**config.mk**
```make
export PLATFORM = sky130hd
export DESIGN_NAME = rnmst_combine
export DESIGN_NICKNAME = d
export VERILOG_FILES = /design/src/hw/rtl/rnmst_pkg.sv /design/src/hw/rtl/rnmst_combine.sv
export SDC_FILE = /design/constraint.sdc
export NUM_CORES = 2
export LEC_CHECK = 0
export ABC_AREA = 1
export BUFFER_PORTS_ARGS = -buffer_cell sky130_fd_sc_hd__buf_2
export CELL_PAD_IN_SITES_DETAIL_PLACEMENT = 1
export CELL_PAD_IN_SITES_GLOBAL_PLACEMENT = 1
export CORE_AREA = 2 2 388 390
export DETAILED_ROUTE_END_ITERATION = 16
export DIE_AREA = 0 0 390 392
export PLACE_DENSITY_LB_ADDON = 0.1
export SETUP_SLACK_MARGIN = 0.5
export SYNTH_ARGS = -nofsm -noshare
export SYNTH_HDL_FRONTEND = slang
export SYNTH_SLANG_ARGS = --single-unit
```
**constraint.sdc**
```tcl
create_clock -name vclk -period 8.1
set_input_delay 1.62 -clock vclk [all_inputs]
set_output_delay 1.62 -clock vclk [all_outputs]
set_load 0.02 [all_outputs]
```
**src/hw/rtl/rnmst_pkg.sv**
```systemverilog
// Shared types, constants and helpers for the range-negate max-subarray tree.
package rnmst_pkg;

  // Tree geometry: a power-of-two leaf count, heap-ordered nodes 1 .. 2*LEN-1
  localparam int LOG_LEN   = 10;
  localparam int ARRAY_LEN = 1 << LOG_LEN;
  localparam int NODE_CNT  = 2 * ARRAY_LEN;
  localparam int NODE_AW   = LOG_LEN + 1;
  localparam int POS_W     = LOG_LEN + 2;
  localparam int LVL_W     = $clog2(LOG_LEN + 1);

  // Field widths
  localparam int IDX_W  = 10;
  localparam int LOAD_W = 32;
  localparam int VAL_W  = 48;

  // Function codes
  localparam logic [1:0] FUNC_LOAD   = 2'd0;
  localparam logic [1:0] FUNC_NEGATE = 2'd1;
  localparam logic [1:0] FUNC_QUERY  = 2'd2;

  typedef logic signed [VAL_W-1:0] val_t;

  // Aggregate of one node's range; the empty subarray counts as zero
  typedef struct packed {
    val_t sum;
    val_t pmax;
    val_t pmin;
    val_t smax;
    val_t smin;
    val_t imax;
    val_t imin;
  } rec_t;

  // Stored node word: aggregate plus pending-negate mark
  typedef struct packed {
    logic pend;
    rec_t rec;
  } node_t;

  function automatic val_t vmax(input val_t a, input val_t b);
    return (a > b) ? a : b;
  endfunction

  function automatic val_t vmin(input val_t a, input val_t b);
    return (a < b) ? a : b;
  endfunction

endpackage

```
**src/hw/rtl/rnmst_combine.sv**
```systemverilog
// Shared combine unit: joins the aggregates of a left and a right range.
module rnmst_combine (
  input  rnmst_pkg::rec_t x,
  input  rnmst_pkg::rec_t y,
  output rnmst_pkg::rec_t z
);
  import rnmst_pkg::*;

  // x covers the lower indexes, y the upper ones
  always_comb begin
    z.sum  = x.sum + y.sum;
    z.pmax = vmax(x.pmax, x.sum + y.pmax);
    z.pmin = vmin(x.pmin, x.sum + y.pmin);
    z.smax = vmax(y.smax, x.smax + y.sum);
    z.smin = vmin(y.smin, x.smin + y.sum);
    z.imax = vmax(vmax(x.imax, y.imax), x.smax + y.pmax);
    z.imin = vmin(vmin(x.imin, y.imin), x.smin + y.pmin);
  end

endmodule

```
==> impl_metrics.yaml <==
final_layout:
  nets: 8388
  layout.cells.non_filler: 8958
  drive_above_1_share_pct: 34.2
  seq_cells: 0
  area_delta_synth_final_pct: 59.3
  fillers: 19000
  multiInputGateArea_um2: 31400
  postLayoutCoreUtil_pct: 33.5
  register_area_um2: 0
  num-clock-buffers: 0
place:
  io_buffer_count: 1008
  gp_congestion: 0.920
  hpwl_um: 200000
  dp.cells: 8814
synth:
  synth_nets: 6663
  synth_top_area_share_pct: 28.3
  synth_area_leaders: "ha_1 (28%), nand2_1 (12%), a21oi_1 (12%)"
  synthCells: 5275
  synth_seq_area_share_pct: 0
  synth_warnings: 0
  synthDistinctLibCells: 52
  synth_area_per_cell_um2: 5.94
  yosysTopAreaCell: "ha_1"
  netlist_area_um2: 31300
sta:
  slew_headroom_pct: 39.6
  final_max_slew_viol_count: 0
  setup_violations: 0
  fin_crit_ps: 7990
  grt_setup_unrepaired: "true"
  worst_hold_slack_ps: 3570
  worst_slew_pin_slew_ps: 902
  max_freq_mhz: 125
  finalCritPeriodShare_pct: 98.6
  finalHoldViolCount: 0
grt:
  grt_use_met3_pct: 2.48
  grt.total_usage_pct: 27.6
  grt-busiest-layer: "met2"
  antenna_found_initial: 65
  grt_max_degree: 42
  met1_usage_pct: 36.6
  grt_pass1_wl_um: 310000
  grt_overflow: 0
  use_met2_pct: 48.3
  grt_pass1_vias: 45300
job:
  maxCapViolCount: 0
setup_path:
  start_kind: "input port"
  slowest_delay_ps: 310
  critical_path_class: "in2out"
  arrival_ps: 6370
  critPathCaptureType: "output pin"
  cpMaxStageDelayCell: "a2111oi_1"
  path_buf_inv: 7
  cp_num_cells: 28
  critPathRequiredTime_ps: 6480
  cp_top_family: "compound AO/OA/AOI/OAI gates"
  path_max_fanout: 8
detailed_routing:
  drc: 0
  antenna_left: 0
  viasPerCell: 4.87
  wirelength_um: 223000
  initialDrtViolationCount: 2055
  wl_per_cell_um: 24.9
  drt-pass1-iter-count: 6
  num_vias: 43700
die:
  die_h_um: 392
  start_util_pct: 21.0
  dieArea_um2: 153000
  rows: 142
  io_pins: 1008
  core_um2: 149000
  fp.dieW_um: 390
outcome:
  status: "complete, no violations"
worst_hold_path:
  hold_path_class: "in2out"
  worstHoldPathCells: 4
  whs_endpoint: "z[137]"
  worstHoldStart: "y[137]"
power_and_ir_drop:
  power.share.clock_pct: 0
  max-vdd-ir-drop_v: 0.000225
  switchingPower_w: 0.00669
  power_w: 0.0115
  powerDensity_nw_per_um2: 230
  combPwrFrac_pct: 100.0
  sw_frac_of_total_pct: 58.2
  leakage_nw: 25.9
  seq_power_share_pct: 0
  internal_power_w: 0.00480
==> cell usage after synthesis, types with 3 or more instances <==
library cell	n
nand2_1	999
inv_1	780
a21oi_1	734
ha_1	709
nor2_1	520
o21ai_0	310
xor2_1	207
nand3_1	185
xnor2_1	119
o21a_1	97
a31oi_1	92
nor3_1	57
o21ai_1	56
nand4_1	54
clkbuf_1	45
a211oi_1	32
a21boi_0	27
o221ai_1	25
nor4_1	22
a21o_1	21
buf_1	21
o21bai_1	18
o31ai_1	17
o211ai_1	15
buf_2	13
o2111ai_1	11
nand3_2	10
a21boi_1	9
buf_6	8
fa_1	7
o21ai_2	6
a21boi_2	5
o311ai_0	5
nand2_2	4
nor4b_1	4
a2111oi_0	3
a221oi_1	3
and2_1	3
==> per-layer routing <==
layer	vias up	part of all wire [%]
met3	194	4.1
met5	-	0.089
met4	32	2.6
met2	998	48
met1	21000	46
li1	21500	-
==> cell type report <==
class                           instances  area share [%]
Multi-Input combinational cell       4402            62.9
Timing Repair Buffer                 1813            26.2
Inverter                              782            5.92
Timing Repair inverter                  1          0.0226
Antenna cell                           16          0.0803
Tap cell                             1944            4.88
==> worst max path at each step <==
stage / start / end / slack [ps]
final: y[290] / z[109] / 110
after global routing: y[289] / z[110] / -210
after global placement: y[242] / z[79] / -620
after detailed placement: x[288] / z[268] / -610
after CTS: y[290] / z[110] / -110
after floorplan: y[192] / z[194] / 430
==> logic make-up (layout without fill, tap and decap cells) <==
logic type | count (synthesis) | count (layout) | synth area share (%)
and+or+nand+nor | 1864 | 1864 | 24.3
adders and majority gates | 716 | 716 | 28.8
other | 0 | 16 | 0
xor gates and xnor gates | 326 | 326 | 9.12
buffers and inverters | 873 | 2596 | 10.8
AOI/OAI and AO/OA | 1496 | 1496 | 27.0
==> per-stage QoR <==
stage          worst slack [ps]  instance area [µm²]  TNS, ps
2_1_floorplan               429                31300        0
3_3_place_gp               -623                43700   -79440
3_5_place_dp               -609                43700   -92450
4_1_cts                    -110                48700    -2290
5_1_grt                    -206                49900   -19570
6_report                    113                49900        0
==> power groups by stage <==
stage	logic, W	clock network [W]	registers, W
after floorplan	0.00480	0	0
after global placement	0.00864	0	0
after detailed placement	0.00871	0	0
after CTS	0.0111	0	0
after global routing	0.0123	0.000000000116	0
final	0.0115	0.000000000255	0
==> cells in the final DEF, fill, tap and decap left out, types with 58 or more instances in the layout <==
cell,count
nand2_1,931
buf_2,838
buf_4,797
inv_1,762
ha_1,653
a21oi_1,598
nor2_1,482
o21ai_0,236
xor2_1,195
nand3_1,155
xnor2_1,107
buf_6,104
a21oi_2,103
o21a_1,95
a31oi_1,82
o21ai_1,58
==> what timing repair did <==
action,4_1_cts,5_1_grt
hold buffers,0,0
gates resized for setup,864,220
cloned,28,11
endpoints found under the setup margin,288,288
buffers inserted,81,8
pin swaps,213,64
(Power assumes the default switching activity.)
